`config.mk`:
```
export PLATFORM = sky130hd
export DESIGN_NAME = e2g_dly
export DESIGN_NICKNAME = d
export VERILOG_FILES = /design/src/design/e2g_pkg.sv /design/src/design/e2g_dly.sv
export SDC_FILE = /design/constraint.sdc
export NUM_CORES = 1
export LEC_CHECK = 0
export ABC_CLOCK_PERIOD_IN_PS = 800
export CAP_MARGIN = 10
export CORE_UTILIZATION = 49
export CTS_CLUSTER_SIZE = 14
export DETAILED_ROUTE_END_ITERATION = 16
export DONT_BUFFER_PORTS = 1
export GPL_ROUTABILITY_DRIVEN = 0
export PLACE_DENSITY = 0.7
export SYNTH_ARGS = -nofsm -noshare
export SYNTH_HDL_FRONTEND = slang
export SYNTH_SLANG_ARGS = --single-unit
```
`constraint.sdc`:
```
create_clock -name clk -period 0.8 [get_ports clk]
set_input_delay 0.16 -clock clk [delete_from_list [all_inputs] [get_ports clk]]
set_output_delay 0.16 -clock clk [all_outputs]
set_load 0.005 [all_outputs]
```
`src/design/e2g_pkg.sv`:
```
package e2g_pkg;

    localparam int DW               = 64;
    localparam int FRAC_BITS_DEF    = 48;
    localparam int CORDIC_STEPS_DEF = 48;
    localparam int DIST_FRAC        = 24;
    localparam int MUL_LAT          = 4;

    typedef logic signed [DW-1:0] word_t;

    // pole bypass: flag, sign of z, finished height
    typedef struct packed {
        logic              pole;
        logic              neg;
        logic signed [34:0] h;
    } pole_t;

    localparam logic [63:0] PI4_Q62    = 64'h3243F6A8885A308D;
    localparam logic [63:0] INVK_Q62   = 64'd2800459870029452953;
    localparam logic [63:0] E2_Q62     = 64'd30872378602574698;
    localparam word_t       AOVERB_Q62 = 64'sd4627200144419518615;
    localparam word_t       A_MM       = 64'sd6378137000;
    localparam word_t       POLE_B_MM  = 64'sd6356752314;
    localparam word_t       A_Q24      = A_MM * 64'sd16777216;
    localparam word_t       E2A_Q24    = 64'sd42697672 * 64'sd16777216 + 64'sd11864538;
    localparam word_t       EP2B_Q24   = 64'sd42841311 * 64'sd16777216 + 64'sd8611914;
    localparam word_t       RAD2E7_Q30 = 64'sd572957795 * 64'sd1073741824 + 64'sd140470520;
    localparam word_t       HALF_MM    = 64'sd1 <<< (DIST_FRAC - 1);

    localparam word_t LAT_MAX = 64'sd900000000;
    localparam word_t LAT_MIN = -64'sd900000000;
    localparam word_t LON_MAX = 64'sd1800000000;
    localparam word_t LON_MIN = -64'sd1800000000;
    localparam word_t H_MAX   = 64'sd10000000000;
    localparam word_t H_MIN   = -64'sd10000000000;

    // restoring division, used only on constants
    function automatic logic [63:0] udiv(input logic [63:0] n, input logic [63:0] d);
        logic [64:0] r;
        logic [63:0] q;
        r = '0;
        q = '0;
        for (int b = 63; b >= 0; b--) begin
            r = {r[63:0], n[b]};
            if (r >= {1'b0, d}) begin
                r    = r - {1'b0, d};
                q[b] = 1'b1;
            end
        end
        return q;
    endfunction

    function automatic logic [63:0] q62_to_f(input logic [63:0] c, input int f);
        return (c + (64'd1 << (61 - f))) >> (62 - f);
    endfunction

    // atan(2^-i) in Q62 from the truncated series
    function automatic logic [63:0] atan_q62(input int i);
        logic [63:0] t;
        int          e;
        t = '0;
        e = 0;
        if (i == 0) begin
            t = PI4_Q62;
        end
        else begin
            for (int k = 0; k < 32; k++) begin
                e = 62 - i * (2 * k + 1);
                if (e >= 0) begin
                    if ((k & 1) != 0)
                        t = t - udiv(64'd1 << e, 64'(2 * k + 1));
                    else
                        t = t + udiv(64'd1 << e, 64'(2 * k + 1));
                end
            end
        end
        return t;
    endfunction

    function automatic logic [63:0] atan_f(input int i, input int f);
        return q62_to_f(atan_q62(i), f);
    endfunction

endpackage

```
`src/design/e2g_dly.sv`:
```
module e2g_dly
    import e2g_pkg::*;
#(
    parameter int W = 64,
    parameter int D = 1
)
(
    input  logic         clk,
    input  logic         en,
    input  logic [W-1:0] din,
    output logic [W-1:0] dout
);

    logic [W-1:0] d_reg [0:D-1];

    always_ff @(posedge clk)
    begin
        if (en)
        begin
            d_reg[0] <= din;
            for (int j = 1; j < D; j++)
            begin
                d_reg[j] <= d_reg[j-1];
            end
        end
    end

    assign dout = d_reg[D-1];

endmodule

```
Word level (Yosys, flattened, before mapping):

Memories as Yosys holds them, arrays and structs flattened.
Index checks and enable logic that the tools add are counted.

* register bits: 0
* latch bits: 0
* RAM bits: 64
* bits in read-only memories: 0
* bits of input ports: 66
* output and inout bits: 64
* word-level logic and storage cells: 3
* memories kept: 1

Memories
* d_reg: words 1, bits a word 64, rd ports 1, clocked after Yosys merged registers in 0, wr ports 1, RTL line e2g_dly.sv:14 `logic [W-1:0] d_reg [0:D-1];`

* add/subtract/negate cells: 0
* multiply operators: 0
* divide/modulo/power cells: 0
* $lt $le $gt $ge: 0
* equality and inequality tests: 0
* shift-type cells: 0
* mux-type cells: 2
* bitwise logic cells: 0
* reductions and logical operators: 0

Operators with widths (number)
* 1-bit 2-to-1 mux: 2

Longest topological paths before layout:

* depth after elaboration: 2
* depth in mapped cells: 0
* mapped depth without buffers: 0

Worst setup path after synthesis:

Ideal clock, no wire load.

* path type: register -> output
* start point: memory d_reg[0][0]
* end point: output port dout[0]
* arrival: 355 ps
* path slack: 285 ps
* cell stages (with the launch flop): 1
* buffers on the path: 0
* cells stage by stage: edfxtp_1

* longest elaborated chain between the ends: 1

RTL lines
* start, declared: RTL line e2g_dly.sv:14
* memory read 1 x 64 bit
* end, declared: RTL line e2g_dly.sv:11 `output logic [W-1:0] dout`

No other way between the ends.

Worst setup path in the final report:

* start point: memory d_reg[0][30]
* end point: output port dout[30]

The elaborated chain is that of the path after synthesis.

==> impl_results.md <==
- Input/output buffers: 0
- Worst Path Max Fanout: 1
- Gate count of the mapped netlist: 64
- Count of final hold-check violations: 64
- Hold buffer count at cts: 64
- Actual slew at the worst max-slew pin: 0.118 ns
- Run status: finished, violations left
- Combinational fraction of design power: 0.038
- Total Routed Length: 3770 µm
- Synthesized area per cell: 30.0 µm²
- Share of layout cells above drive strength 1: 0.0833
- NumNets Final: 205
- Area of the multi-input gates: 0 µm²
- Count of buffers added by post-CTS timing repair for setup: 0
- Post-route minimum period: 0.912 ns
- Pint: 5.61 mW
- Core Region: 3720 µm²
- Power share of the sequential group: 0.599
- CP Class: flop to output port
- Number of nets produced by synthesis: 130
- TritonCTS clock tree: yes
- Switching power as a share of total power: 0.189
- Final number of setup-violating endpoints: 64
- Layout Utilization: 0.754
- Netlist Area Pre-Place: 1920 µm²
- Critical path launch point type: flop
- Peak supply drop: 1950 µV
- Library cells used by synthesis: 1
- Post-route fraction of the period consumed by the critical path: 1.14
- Number of antenna violations at the first check in global routing: 0
- Sum of negative setup slack: -5.48 ns
- Per-cell routed wire length: 19.6 µm
- FF+latch area: 1920 µm²
- Total number of multi-input combinational cells: 0
- Num ports: 130
- Max frequency: 1100 MHz
- Clock root buffer: sky130_fd_sc_hd__clkbuf_8
- P&R area growth vs syn: 45.8%
- Resized cells post-CTS: 0
- Switching power summed over all nets: 1.30 mW
- DRC errors left: 0
- Pwr Total: 6.92 mW
- Number of nets with antenna violations after routing: 0
- Max-cap check violation count: 0
- Y dimension of the die: 64.6 µm
- Final-layout worst hold slack: -0.0693 ns
- Part of the Yosys area used for sequential elements: 1.00
- Cell leakage power: 0.986 nW
- Die X: 64.6 µm
- Type of the most critical hold path: input pin to flop
- Routed via count: 942
- Remaining max-slew budget at the tightest pin: 0.921
- Die footprint: 4180 µm²
- Worst slack at placement: 0.236 ns
- Total clock buffers created by CTS: 9
- Number of synthesized register bits: 64
- Standard-cell row count: 22
- Clk pin slew, worst setup/hold paths: 0.07 ns
- Starting DRC count in detailed routing: 98
- Global-route wire length before repair: 5070 µm
- Crit path capture type: output port
- Flip-flop count of the largest register, all copies and words added: 64
- Filler cell count: 225
- Final-report max-slew violation count: 0
- Vias per cell: 4.91
- Worst-case setup margin in the final layout: -0.112 ns
- Pwr Density: 2470 nW/µm²
- First-pass iteration count of the detailed router: 4
- Violations in the final reports: negative hold slack, negative setup slack
- Data required, critical path: 0.64 ns
- Critical Path AT: 0.75 ns
- Longest Clk Path Bufs: 2
- Setup repair after global routing missed its margin: yes
- Number of clock sinks seen by CTS: 64
- Congestion Overflow GR: 0
- Clock share of power: 0.364
- Total routing usage reported by global routing: 0.184
- H-tree depth: 3
- Count of antenna diodes in the layout: 0
- Largest net degree at the start of global routing: 65
- Warning count from the yosys run: 0
- Vias in the first global route: 1,003
- Initial Utilization: 0.517
-- layer usage --
layer	wire (µm)	global-route usage	up-vias
met5	0	0	-
met1	1340	0.185	441
li1	-	-	411
met3	317	0.0757	11
met2	2000	0.301	79
met4	106	0.142	0
-- synth_stat cells --
cell	n	share of area
sky130_fd_sc_hd__edfxtp_1	64	1.0
-- power groups by stage --
stage / Combinational (mW) / Clock (mW) / Sequential (mW)
finish: 0.261 / 2.52 / 4.14
global route: 0.272 / 2.72 / 4.16
CTS: 0.252 / 2.53 / 4.14
detailed placement: 0 / 0 / 4.21
global placement: 0 / 0 / 4.20
floorplan: 0 / 0 / 4.16
-- worst paths after layout --
path / from / endpoint / slack [ns] / cells after the start
min: en / d_reg[0][38] / -0.07 / 0
max: d_reg[0][30] / dout[30] / -0.11 / 0
-- cells in the final DEF, fill, tap and decap left out --
cell	n
sky130_fd_sc_hd__clkinv_1	2
sky130_fd_sc_hd__dlygate4sd3_1	64
sky130_fd_sc_hd__bufinv_16	1
sky130_fd_sc_hd__clkbuf_8	9
sky130_fd_sc_hd__edfxtp_1	64
sky130_fd_sc_hd__clkbuf_1	2
sky130_fd_sc_hd__clkinv_2	2
-- cells by family (layout without fill, tap and decap cells) --
family,after synthesis,after routing,share of synthesized area
buf+inv,0,80,0
flops,64,64,1.00
-- cell type report --
type | instances | share of cell area
well taps | 48 | 0.0214
clock inverters | 5 | 0.0170
repair buffers | 64 | 0.229
flip-flops and latches | 64 | 0.686
clock buffers | 11 | 0.0469
-- stage by stage --
stage / cell area [µm²] / hold WS (ns) / instances
after floorplan: 1920 / 0.259 / 64
after global placement: 1980 / 0.259 / 112
after detailed placement: 1980 / 0.259 / 112
after CTS: 2800 / -0.0698 / 192
after global routing: 2800 / -0.0813 / 192
final: 2800 / -0.0693 / 192
Power figures use the tool's default switching activity.
